<file path="src/sv/assert_macros.svh">
// ----------------------------------------------------------------------------
// Assertion macros
// Shared wrappers for the concurrent checks used in the RTL.
// ----------------------------------------------------------------------------
`ifndef ASSERT_MACROS_SVH
`define ASSERT_MACROS_SVH

// Same-cycle implication, disabled while reset is asserted.
`define ASSERT_IMPLIES(label, clk, rst_n, ante, cons, msg) \
  label: assert property (@(posedge clk) disable iff (!rst_n) (ante) |-> (cons)) \
    else $error(msg);

// Next-cycle implication, disabled while reset is asserted.
`define ASSERT_NEXT(label, clk, rst_n, ante, cons, msg) \
  label: assert property (@(posedge clk) disable iff (!rst_n) (ante) |=> (cons)) \
    else $error(msg);

`endif

</file>
<file path="src/sv/b58_pkg.sv">
// ----------------------------------------------------------------------------
// Base-58 encoder package
// Widths, the divide-by-58 reciprocal, the divider result type and the
// alphabet lookup.
// ----------------------------------------------------------------------------
`default_nettype none

package b58_pkg;

  localparam int unsigned UID_W      = 32;
  localparam int unsigned DIG_W      = 6;
  localparam int unsigned CHAR_W     = 7;
  localparam int unsigned QUO_W      = 27;
  localparam int unsigned REM_W      = 7;
  localparam int unsigned MAX_DIGITS = 6;
  localparam int unsigned CNT_W      = 3;
  localparam int unsigned RADIX      = 58;
  localparam int unsigned PROD_W     = UID_W + QUO_W;

  // floor(2^32 / 58); the estimate it gives is low by at most one.
  localparam logic [QUO_W-1:0] RECIP = 27'd74051160;

  typedef struct packed {
    logic [QUO_W-1:0] quo;
    logic [DIG_W-1:0] rem;
  } b58_divres_t;

  // Map one digit to its ASCII character: 1-9, a-z without l,
  // A-Z without I and O. Digits outside the alphabet map to '1'.
  function automatic logic [CHAR_W-1:0] b58_char(input logic [DIG_W-1:0] d);
    priority if (d < 6'd9) begin
      return CHAR_W'(d) + 7'd49;
    end else if (d < 6'd20) begin
      return CHAR_W'(d) + 7'd88;
    end else if (d < 6'd34) begin
      return CHAR_W'(d) + 7'd89;
    end else if (d < 6'd42) begin
      return CHAR_W'(d) + 7'd31;
    end else if (d < 6'd47) begin
      return CHAR_W'(d) + 7'd32;
    end else if (d < 6'd58) begin
      return CHAR_W'(d) + 7'd33;
    end else begin
      return 7'd49;
    end
  endfunction

endpackage

`default_nettype wire

</file>
<file path="src/sv/base58_uid_encoder.sv">
// ----------------------------------------------------------------------------
// Base-58 identifier encoder
// Converts a 32-bit identifier into one to six base-58 ASCII characters.
// ----------------------------------------------------------------------------
// Usage: drive in_uid_value and raise start while busy is low; the item is
// taken at that clock edge. The block then divides the value by 58 over and
// over in one shared divider, storing each remainder in a six-entry digit
// buffer, and finally plays the characters out most significant first.
// Each character appears on out_char_code for exactly one cycle with
// out_valid high; out_last_char marks the least significant one. The
// receiver cannot stall the result channel, so characters go out one per
// cycle with no gaps.
// Steps for an identifier with n characters: every division is a reciprocal
// multiply, then a correction, and n-1 of them are needed; one more
// multiply-state step stores the top digit. The characters then go out
// from the digit buffer, and busy stays high until the last one has been
// read, so the block takes no new item before it is through with the
// last one. The shared divider and the play-out set the item rate.
// Reset (synchronous, rst_n low) returns the sequencer to idle and clears
// the strobe; no state survives from one identifier to the next.
// ----------------------------------------------------------------------------
`default_nettype none
`include "assert_macros.svh"

module base58_uid_encoder
  import b58_pkg::*;
(
  input  wire logic              clk,
  input  wire logic              rst_n,
  input  wire logic              start,
  output      logic              busy,
  input  wire logic [UID_W-1:0]  in_uid_value,
  output      logic              out_valid,
  output      logic [CHAR_W-1:0] out_char_code,
  output      logic              out_last_char
);

  // Sequencer states.
  localparam logic [1:0] ST_IDLE = 2'd0;
  localparam logic [1:0] ST_MUL  = 2'd1;
  localparam logic [1:0] ST_FIX  = 2'd2;
  localparam logic [1:0] ST_EMIT = 2'd3;

  logic [1:0]        state_r,   state_nxt;
  logic [UID_W-1:0]  val_r,     val_nxt;
  logic [CNT_W-1:0]  n_r,       n_nxt;
  logic [CNT_W-1:0]  idx_r,     idx_nxt;
  logic              valid_r,   valid_nxt;
  logic [CHAR_W-1:0] char_r,    char_nxt;
  logic              last_r,    last_nxt;

  // Digit buffer, filled least significant first.
  logic [DIG_W-1:0]  dig_r [MAX_DIGITS];
  logic              dig_we;
  logic [DIG_W-1:0]  dig_wdata;

  b58_divres_t       div_res;
  logic              div_load;
  logic              rem_ok;

  assign div_load = (state_r == ST_MUL);
  assign rem_ok   = (div_res.rem < DIG_W'(RADIX));

  b58_divmod u_divmod (
    .clk      (clk),
    .load     (div_load),
    .dividend (val_r),
    .res      (div_res)
  );

  always_comb begin
    state_nxt = state_r;
    val_nxt   = val_r;
    n_nxt     = n_r;
    idx_nxt   = idx_r;
    valid_nxt = 1'b0;
    char_nxt  = char_r;
    last_nxt  = last_r;
    dig_we    = 1'b0;
    dig_wdata = div_res.rem;

    unique case (state_r)
      ST_IDLE: begin
        if (start) begin
          val_nxt   = in_uid_value;
          n_nxt     = '0;
          state_nxt = ST_MUL;
        end
      end
      ST_MUL: begin
        // Once the value is below the radix it is the top digit itself.
        // The divider is loaded anyway; its result is ignored then.
        if (val_r < UID_W'(RADIX)) begin
          dig_we    = 1'b1;
          dig_wdata = val_r[DIG_W-1:0];
          idx_nxt   = n_r;
          state_nxt = ST_EMIT;
        end else begin
          state_nxt = ST_FIX;
        end
      end
      ST_FIX: begin
        dig_we    = 1'b1;
        val_nxt   = UID_W'(div_res.quo);
        n_nxt     = n_r + CNT_W'(1);
        state_nxt = ST_MUL;
      end
      ST_EMIT: begin
        valid_nxt = 1'b1;
        char_nxt  = b58_char(dig_r[idx_r]);
        last_nxt  = (idx_r == '0);
        if (idx_r == '0) begin
          state_nxt = ST_IDLE;
        end else begin
          idx_nxt = idx_r - CNT_W'(1);
        end
      end
      default: begin
        state_nxt = ST_IDLE;
      end
    endcase
  end

  always_ff @(posedge clk) begin
    if (!rst_n) begin
      state_r <= ST_IDLE;
      valid_r <= 1'b0;
      n_r     <= '0;
      idx_r   <= '0;
    end else begin
      state_r <= state_nxt;
      valid_r <= valid_nxt;
      n_r     <= n_nxt;
      idx_r   <= idx_nxt;
    end
  end

  always_ff @(posedge clk) begin
    val_r  <= val_nxt;
    char_r <= char_nxt;
    last_r <= last_nxt;
    if (dig_we) begin
      dig_r[n_r] <= dig_wdata;
    end
  end

  assign busy          = (state_r != ST_IDLE);
  assign out_valid     = valid_r;
  assign out_char_code = char_r;
  assign out_last_char = last_r;

  // An accepted item always starts a division round.
  `ASSERT_NEXT(a_start_mul, clk, rst_n, start && !busy, state_r == ST_MUL, "item not started")

  // The corrected remainder must be a valid digit.
  `ASSERT_IMPLIES(a_rem_ok, clk, rst_n, state_r == ST_FIX, rem_ok, "remainder out of range")

  // A 32-bit value never needs more than six digits.
  `ASSERT_IMPLIES(a_ndig, clk, rst_n, state_r == ST_MUL, n_r < CNT_W'(MAX_DIGITS), "overrun")

  // Every play-out cycle produces a strobe in the next cycle.
  `ASSERT_NEXT(a_emit_strobe, clk, rst_n, state_r == ST_EMIT, out_valid, "strobe missing")

endmodule

`default_nettype wire

</file>
<file path="src/sv/b58_divmod.sv">
// ----------------------------------------------------------------------------
// Divide-by-58 unit
// Reciprocal multiply into a register, then one subtract-and-correct step.
// ----------------------------------------------------------------------------
`default_nettype none

module b58_divmod
  import b58_pkg::*;
(
  input  wire logic              clk,
  input  wire logic              load,
  input  wire logic [UID_W-1:0]  dividend,
  output b58_divres_t            res
);

  logic [PROD_W-1:0] prod;
  logic [QUO_W-1:0]  qest_r;
  logic [UID_W-1:0]  dividend_r;
  logic [UID_W-1:0]  qtimes;
  logic [UID_W-1:0]  diff;
  logic [REM_W-1:0]  rraw;

  assign prod = PROD_W'(dividend) * PROD_W'(RECIP);

  always_ff @(posedge clk) begin
    if (load) begin
      qest_r     <= prod[PROD_W-1:UID_W];
      dividend_r <= dividend;
    end
  end

  // 58 = 32 + 16 + 8 + 2
  assign qtimes = (UID_W'(qest_r) << 5) + (UID_W'(qest_r) << 4)
                + (UID_W'(qest_r) << 3) + (UID_W'(qest_r) << 1);
  assign diff   = dividend_r - qtimes;
  assign rraw   = diff[REM_W-1:0];

  always_comb begin
    if (rraw >= REM_W'(RADIX)) begin
      res.quo = qest_r + QUO_W'(1);
      res.rem = DIG_W'(rraw - REM_W'(RADIX));
    end else begin
      res.quo = qest_r;
      res.rem = rraw[DIG_W-1:0];
    end
  end

endmodule

`default_nettype wire

</file>
<file path="config.mk">
export PLATFORM = sky130hd
export DESIGN_NAME = base58_uid_encoder
export DESIGN_NICKNAME = d
export VERILOG_FILES = /design/src/sv/b58_pkg.sv /design/src/sv/base58_uid_encoder.sv /design/src/sv/b58_divmod.sv
export VERILOG_INCLUDE_DIRS = /design/src /design/src/sv
export SDC_FILE = /design/constraint.sdc
export NUM_CORES = 1
export LEC_CHECK = 0
export BUFFER_PORTS_ARGS = -buffer_cell sky130_fd_sc_hd__buf_2
export CORE_MARGIN = 2
export CORE_UTILIZATION = 51
export DETAILED_ROUTE_END_ITERATION = 16
export MAX_ROUTING_LAYER = met4
export PLACE_DENSITY = 0.75
export SLEW_MARGIN = 10
export SYNTH_ARGS = -nofsm -noshare
export SYNTH_HDL_FRONTEND = slang
export SYNTH_SLANG_ARGS = --single-unit
export TNS_END_PERCENT = 1
</file>
<file path="constraint.sdc">
create_clock -name clk -period 16 [get_ports clk]
set_clock_uncertainty 0.05 [all_clocks]
set_input_delay 3.2 -clock clk [delete_from_list [all_inputs] [get_ports clk]]
set_output_delay 3.2 -clock clk [all_outputs]
set_load 0.005 [all_outputs]
</file>
# After elaboration in Yosys (flattened, before gate mapping)
# Memory sizes are Yosys's and may differ from the RTL's. A register that Yosys moved wholly into a read port is not among the register bits.
# Index checks and enable logic that the tools add are counted.
# op_classes
addsub,14
mul,1
n_lt_le_gt_ge,8
n_eq_ne,7
muxes,27
reduce_logical,8
# ops
op,count
$pmux W32 S2,1
$mul A32 B24 Y56 const B,1
$mux W7,6
$mux W33,1
$lt A32 B6 Y1 const B,1
$mux W32,1
$add A27 B1 Y27 const B,1
$lt A6 B6 Y1 const B,4
$add A6 B6 Y7 const B,3
$add A7 B7 Y7,3
$mux W3,5
$add A6 B7 Y7 const B,2
$mux W6,2
$pmux W3 S2,2
$pmux W2 S4,1
$add A6 B5 Y7 const B,1
$ge A7 B6 Y1 const B,1
$sub A7 B7 Y7,1
$lt A6 B4 Y1 const B,1
$lt A6 B5 Y1 const B,1
$ne A2 B2 Y1 const B,3
$reduce_bool A2 Y1,3
$sub A6 B6 Y6 const B,1
$mux W1,5
11 further kinds,14
# totals
ff_bits,83
mem_bits_rw,36
memories,1
# mem_list
name,words,word_bits,rd,rd_ports_with_merged_regs,wr,line,rtl
dig_r,6,6,1,1,1,base58_uid_encoder.sv:53,logic [DIG_W-1:0] dig_r [MAX_DIGITS];

# Longest topological paths before layout
# Gate-level depths: netlist (run 1).
# logic_depth
depth_word,8
ltp_mapped,25

# Hierarchy
# From an unflattened synthesis (run 1), not the netlist that was laid out.
# hier_totals
cells_unflattened,1978
hier_area_um2,20737.4
# modules_own_cells
module,instances,cells_each,area_per_inst_um2,seq_area_each_um2
b58_divmod,1,1639,16293.1,1021.0
base58_uid_encoder,1,339,4444.3,2522.4

# Worst setup path before layout (run 1)
# Ideal clock, no wire load.
# synth_path
path_kind,flip-flop to flip-flop
start,register val_r[21]
end,register u_divmod.qest_r[21] (data pin)
t_arrival_ns,6.365
t_required_ns,15.692
path_slack_ns,9.327
stages_incl_launch_ff,25
cell_sequence,edfxtp_1 -> inv_1 -> fa_1 -> inv_1 -> fa_1 -> inv_1 -> fa_1 -> fa_1 -> inv_1 -> fa_1 -> fa_1 -> inv_1 -> fa_1 -> inv_1 -> ha_1 -> clkbuf_1 -> a21oi_1 -> o21ai_0 -> nand4bb_1 -> nor4_1 -> o2111ai_1 -> a31oi_1 -> o21bai_1 -> a21o_1 -> xor2_1
# synth_via
elab_chain_cells,1
# synth_rtl
element,line,rtl
"start, declared",base58_uid_encoder.sv:45,"logic [UID_W-1:0] val_r, val_nxt;"
"start signal, assigned",base58_uid_encoder.sv:139,val_r <= val_nxt;
$mul A32 B24 Y56,b58_divmod.sv:23,assign prod = PROD_W'(dividend) * PROD_W'(RECIP);
named net u_divmod.prod[53],b58_divmod.sv:16,logic [PROD_W-1:0] prod;
"end signal, assigned",b58_divmod.sv:27,qest_r <= prod[PROD_W-1:UID_W];
"end, declared",b58_divmod.sv:17,logic [QUO_W-1:0] qest_r;
# The timed path passes the listed nets, and every way through them passes these cells.
# A chain may end at the register's enable or synchronous reset.

# Final worst setup path (run 1)
# layout_path
start,register val_r[16]
end,register u_divmod.qest_r[21] (data pin)
# Same word-level chain as after synthesis.

==> flow_summary.json, run 1 <==
{
  "worstSetupStartpointType": "flip-flop",
  "synth.area.top_cells": "fa_1, ha_1, edfxtp_1",
  "drt_iter0_drc": 995,
  "core_area_um2": 39730,
  "hold_viol_final": 0,
  "grtUsageTotal_pct": 27.46,
  "placed_cells": 2562,
  "r2r-end": "u_divmod.qest_r[21]$_DFFE_PP_",
  "yosysMostFrequentCell": "inv_1",
  "start_util_pct": 51.63,
  "dieWidth_um": 204.6,
  "synth_top_family_by_area": "adder cells",
  "yosys.area.top_type": "fa_1",
  "synth-compound-area-share_pct": 6.795,
  "fillers": 3455,
  "end_kind": "flip-flop",
  "synthTopCellsByCount": "inv_1, fa_1, ha_1",
  "fmax_mhz": 123.3,
  "cts_max_level": 4,
  "port_buffers": 44,
  "rr_worst_depth": 22,
  "cp_data_arrival_time_ns": 8.25,
  "place_congestion": 1.007,
  "cp-startpoint": "val_r[16]$_DFFE_PP_",
  "reg2reg_from": "val_r[16]$_DFFE_PP_",
  "grt_pass1_vias": 15320,
  "via_per_inst": 5.380,
  "grt_pass1_wl_um": 83720,
  "hold_path_class": "flip-flop to flip-flop",
  "r2r_slack_ns": 7.89,
  "grt_max_degree": 64,
  "status": "complete, no violations",
  "slew_viol_final": 0,
  "grt-ovfl-total": 0,
  "cts_tree": "yes",
  "synth_seq_cells": 122,
  "clk_pin_slew_ns": 0.07,
  "min_period_over_period_pct": 50.69,
  "ys_warn_count": 0,
  "worstMarginPinSlew_ns": 0.9938,
  "critPathKind": "flip-flop to flip-flop",
  "num_rows": 73,
  "cts_root_buffer": "clkbuf_16",
  "period_minus_slack_ns": 8.110,
  "synth-main-ff-cell": "edfxtp_1",
  "synth.top_cell.area_share_pct": 34.06,
  "final_cells": 2594,
  "critPathMaxFanout": 7,
  "netlist_instances": 2004,
  "drcViolationCount": 0,
  "avgSynthCellArea_um2": 10.24,
  "multi_input_area_um2": 14560,
  "crit_end": "u_divmod.qest_r[21]$_DFFE_PP_",
  "syn-cell-area_um2": 20510,
  "dp_hpwl_um": 43990,
  "register_area_um2": 3543,
  "rsz0062_at_grt": "false",
  "required_ns": 16.14,
  "syn_to_final_growth_pct": 7.045,
  "yosys.area_share.adder_pct": 53.52,
  "max_cap_violations": 0,
  "drtAntennaViolNets": 0,
  "cts-buffers-inserted": 17,
  "fin_setup_tns_ns": 0,
  "drive_gt1_share_pct": 5.897,
  "ys_seq_area_share_pct": 17.27,
  "slew-limit-headroom_pct": 33.13,
  "post_cts_buffers": 0,
  "cts_resized": 0,
  "routed-via-count": 13960,
  "syn-num-nets": 2707,
  "nNetsFinal": 2759,
  "firstDrtPassIters": 5,
  "die-area_um2": 41840,
  "die_h_um": 204.6,
  "io_pins": 45,
  "async_flop_share_pct": 0,
  "post_synth_mux_area_share_pct": 1.446,
  "diodes": 0,
  "wl_um": 51570,
  "clk_latency_ns": 0.44,
  "synth-simple-area-share_pct": 6.252,
  "cts_hold_buf": 0,
  "synth_xor_area_share_pct": 2.952,
  "synth_edf_count": 110,
  "antenna_found_initial": 0,
  "wl_per_cell_um": 19.88,
  "cts_max_path_buffers": 2,
  "setup_violations": 0,
  "synth_cell_type_count": 65,
  "cts.sinks": 122
}
layout by cell type (no fill, tap or decap), drive strengths merged, types with 6 or more instances in the layout:
cell,synthesis,layout
xnor2,44,44
a21oi,92,92
o21ai,37,37
clkinv,1,7
nor2b,19,19
nor2,85,85
mux2i,6,6
a21o,13,13
and3,9,9
o21bai,8,8
and2,6,6
fa,349,349
buf,2,55
xor2,20,20
mux2,13,13
nand4,7,7
o21a,10,10
nor3,20,20
nand3,20,20
ha,319,319
a31oi,12,12
dfxtp,12,12
clkbuf,20,18
nand2b,9,9
nand2,62,62
edfxtp,110,110
o211ai,6,6
inv,618,625
layer usage:
layer / part of all wire (%) / track usage (%) / up-vias
met5: 0 / - / -
met4: 3.9 / 9.524 / 0
met3: 5.2 / 3.659 / 110
met2: 49 / 45.70 / 410
met1: 41 / 34.59 / 7074
li1: - / - / 6363
critical path: stages (launching register included):
cell and delay [ns]:
edfxtp_1 0.56, inv_1 0.21, ha_1 0.50, inv_1 0.15, fa_1 0.56, inv_1 0.06, fa_1 0.52, fa_1 0.45
fa_1 0.52, fa_1 0.55, inv_1 0.05, fa_1 0.58, inv_1 0.10, ha_1 0.41, a21oi_1 0.21, o21ai_0 0.18
nand4bb_1 0.28, nor4_1 0.79, o2111ai_1 0.28, a31oi_1 0.37, o21bai_1 0.15, a21o_1 0.20, xor2_1 0.13
how the worst min path moves through the flow:
stage | cells past startpoint | to | from | slack, ns
6_report | 2 | idx_r[0]$_SDFFE_PN0P_ | idx_r[0]$_SDFFE_PN0P_ | 0.51
5_1_grt | 2 | idx_r[0]$_SDFFE_PN0P_ | idx_r[0]$_SDFFE_PN0P_ | 0.54
4_1_cts | 2 | idx_r[0]$_SDFFE_PN0P_ | idx_r[0]$_SDFFE_PN0P_ | 0.51
3_5_place_dp | 2 | flip-flop | idx_r[0]$_SDFFE_PN0P_ | 0.49
3_3_place_gp | 2 | idx_r[0]$_SDFFE_PN0P_ | idx_r[0]$_SDFFE_PN0P_ | 0.47
2_1_floorplan | 2 | flip-flop | idx_r[0]$_SDFFE_PN0P_ | 0.43
cell type report:
type	count	share of cell area, %
Multi-Input combinational cell	1241	66.30
Sequential cell	122	16.14
Inverter	619	10.58
Tap cell	525	2.991
Clock buffer	18	2.051
Timing Repair Buffer	55	1.379
Clock inverter	14	0.5584
flip-flops by register name (all words and copies together), names as in the netlist, named ones only:
signal and count:
dig_r 36, val_r 32, u_divmod.qest_r 27, out_char_code 7, u_divmod.dividend_r 7, idx_r 3
n_r 3, state_r 2, out_last_char 1, out_valid 1
cells by family after synthesis:
family | Yosys count
buf+inv | 641
fa+ha+maj | 668
flops | 122
xor+xnor | 66
simple gates | 260
mux | 23
compound gates | 224
metrics by stage:
step,hold slack (ns),util (%),setup slack (ns),area [µm²]
after floorplan,0.4349,-,9.327,20510
after global placement,0.4706,53.82,8.059,21390
after detailed placement,0.4887,53.82,7.952,21390
after CTS,0.5072,55.27,7.950,21960
after global routing,0.5449,55.27,7.496,21960
final,0.5066,55.27,7.890,21960
Power of run 1 is not shown: default switching activity piles up to over one toggle a cycle in this logic, so the estimate is an artifact.
==> run 2: changes to the inputs <==
Clock period 16 ns to 8.4 ns, I/O delays scaled along.
==> run 2 against run 1 <==
Effect of this change: register-to-register slack lost 7.4 ns; worst hold slack gained 0.0070 ns; sequential share of layout area is essentially flat; wire length grew 5.7%; maximum frequency grew 2.2%; count of clock-buffer cells in the layout shrank 1; critical path depth grew 1; cell area grew 0.19%; worst setup slack lost 7.4 ns; sequential cell count is the same; final cell count grew 0.19%; die area is the same; highest routed layer unchanged.
==> flow_summary.json, run 2 (same netlist as run 1, synthesis figures left out) <==
{
  "status": "complete, no violations",
  "setup_violations": 0,
  "max_stage_delay_ns": 0.62,
  "cp_data_arrival_time_ns": 8.08,
  "hold_viol_final": 0,
  "grt_pass1_vias": 15370,
  "drcViolationCount": 0,
  "grt_use_met2_pct": 46.68,
  "dp_hpwl_um": 46700,
  "postPlaceCellArea_um2": 21420,
  "min_period_over_period_pct": 94.46,
  "critPathMaxFanout": 6,
  "register_area_um2": 3543,
  "core_area_um2": 39730,
  "wl_per_cell_um": 20.98,
  "rsz0062_at_grt": "false",
  "dieWidth_um": 204.6,
  "slew-limit-headroom_pct": 39.54,
  "cts_tree": "yes",
  "wl_um": 54520,
  "cts_root_buffer": "clkbuf_16",
  "cp-startpoint": "val_r[13]$_DFFE_PP_",
  "die-area_um2": 41840,
  "reg2reg_from": "val_r[13]$_DFFE_PP_",
  "busiest_layer": "met2",
  "grt_max_degree": 64,
  "fillers": 3428,
  "hp-start": "idx_r[0]$_SDFFE_PN0P_",
  "diodes": 0,
  "port_buffers": 44,
  "fin_setup_tns_ns": 0,
  "antenna_found_initial": 0,
  "drt_iter0_drc": 1080,
  "slowest_stage": "edfxtp_1",
  "mostFrequentLayoutCell": "inv_1",
  "post_cts_buffers": 0,
  "via_per_inst": 5.451,
  "stdcell_area_um2": 22000,
  "io_pins": 45,
  "largest_reg_flops": 36,
  "postLayoutSetupSlackWorst_ns": 0.4657,
  "syn_to_final_growth_pct": 7.246,
  "fmax_mhz": 126.0,
  "clk_latency_ns": 0.45,
  "cts.sinks": 122,
  "cts_hold_buf": 0,
  "critPathKind": "flip-flop to flip-flop",
  "final_cell_mix": "inv_1, fa_1, ha_1",
  "required_ns": 8.54,
  "firstDrtPassIters": 5,
  "grt-ovfl-total": 0,
  "grtUsageMet1_pct": 33.52,
  "path_cells": "inv_1 -> ha_1 -> inv_1 -> fa_1 -> inv_1 -> fa_1 -> fa_1 -> fa_1 -> fa_1 -> inv_1 -> fa_1 -> inv_1 -> ha_1 -> a211o_1 -> a21oi_1 -> nand4bb_1 -> nor4_1 -> buf_4 -> o2111ai_1 -> a31oi_1 -> o21bai_1 -> a21o_1 -> xor2_1",
  "slew_viol_final": 0,
  "grt_pass1_wl_um": 85610,
  "multi_input_area_um2": 14560,
  "regMostFlops": "dig_r",
  "num_rows": 73,
  "worstMarginPinSlew_ns": 0.9070,
  "routed-via-count": 14170,
  "cts-buffers-inserted": 17,
  "drtAntennaViolNets": 0,
  "cts_max_level": 4,
  "cts_resized": 0,
  "hold_path_class": "flip-flop to flip-flop",
  "cts_max_path_buffers": 2,
  "pre_cts_ws_ns": 0.5965,
  "worstSetupStartpointType": "flip-flop",
  "cp_common_cell": "fa_1",
  "top_regs": "dig_r: 36 flops, val_r: 32 flops, u_divmod.qest_r: 27 flops",
  "start_util_pct": 51.63,
  "drive_gt1_share_pct": 6.220,
  "place_congestion": 1.011,
  "max_cap_violations": 0,
  "nNetsFinal": 2764,
  "die_h_um": 204.6,
  "clk_pin_slew_ns": 0.07,
  "period_minus_slack_ns": 7.934,
  "grtUsageTotal_pct": 28.61,
  "met3_usage_pct": 5.807,
  "end_kind": "flip-flop"
}
-- run 2: cell count changes in the layout (fill, tap and decap cells not counted), moves of 2 or more --
| cell | change |
|---|---|
| clkinv_4 | -4 |
| buf_4 | +5 |
| inv_4 | +2 |
| clkinv_8 | +2 |
-- run 2: final cells by class --
cell class	count	area share, %
clock inverter	15	0.6711
multi-input combinational	1241	66.19
tap	525	2.986
clock buffer	17	1.934
sequential	122	16.11
inverter	619	10.56
timing repair buffer	60	1.547
-- run 2: path summary, 6_finish.rpt --
| check | to | slack, ns | cells after the start |
|---|---|---|---|
| min | flip-flop | 0.51 | 2 |
| min reg2reg | flip-flop | 0.51 | 2 |
| max | u_divmod.qest_r[21]$_DFFE_PP_ | 0.47 | 23 |
| max reg2reg | u_divmod.qest_r[21]$_DFFE_PP_ | 0.47 | 23 |
-- run 2: worst max-delay path, delay by kind of cell (launching register included) --
kind,cells,cell delay [ns]
buf+inv,6,0.86
xor+xnor,1,0.14
simple gates,2,0.59
flops,1,0.62
fa+ha+maj,8,3.98
compound gates,6,1.41
-- run 2: per-layer routing --
| layer | vias up | part of all wire, % |
|---|---|---|
| li1 | 6374 | - |
| met1 | 7119 | 39 |
| met2 | 517 | 48 |
| met3 | 158 | 6.8 |
| met4 | 0 | 6.2 |
| met5 | - | 0 |
-- run 2: metrics by stage --
stage / util (%) / hold WS [ns] / cells
after CTS: 55.36 / 0.5093 / 2599
after floorplan: - / 0.4349 / 2004
after global routing: 55.37 / 0.5408 / 2599
after detailed placement: 53.92 / 0.4910 / 2567
after global placement: 53.92 / 0.4652 / 2567
final: 55.37 / 0.5137 / 2599
Power of run 2 is left out for the same reason.
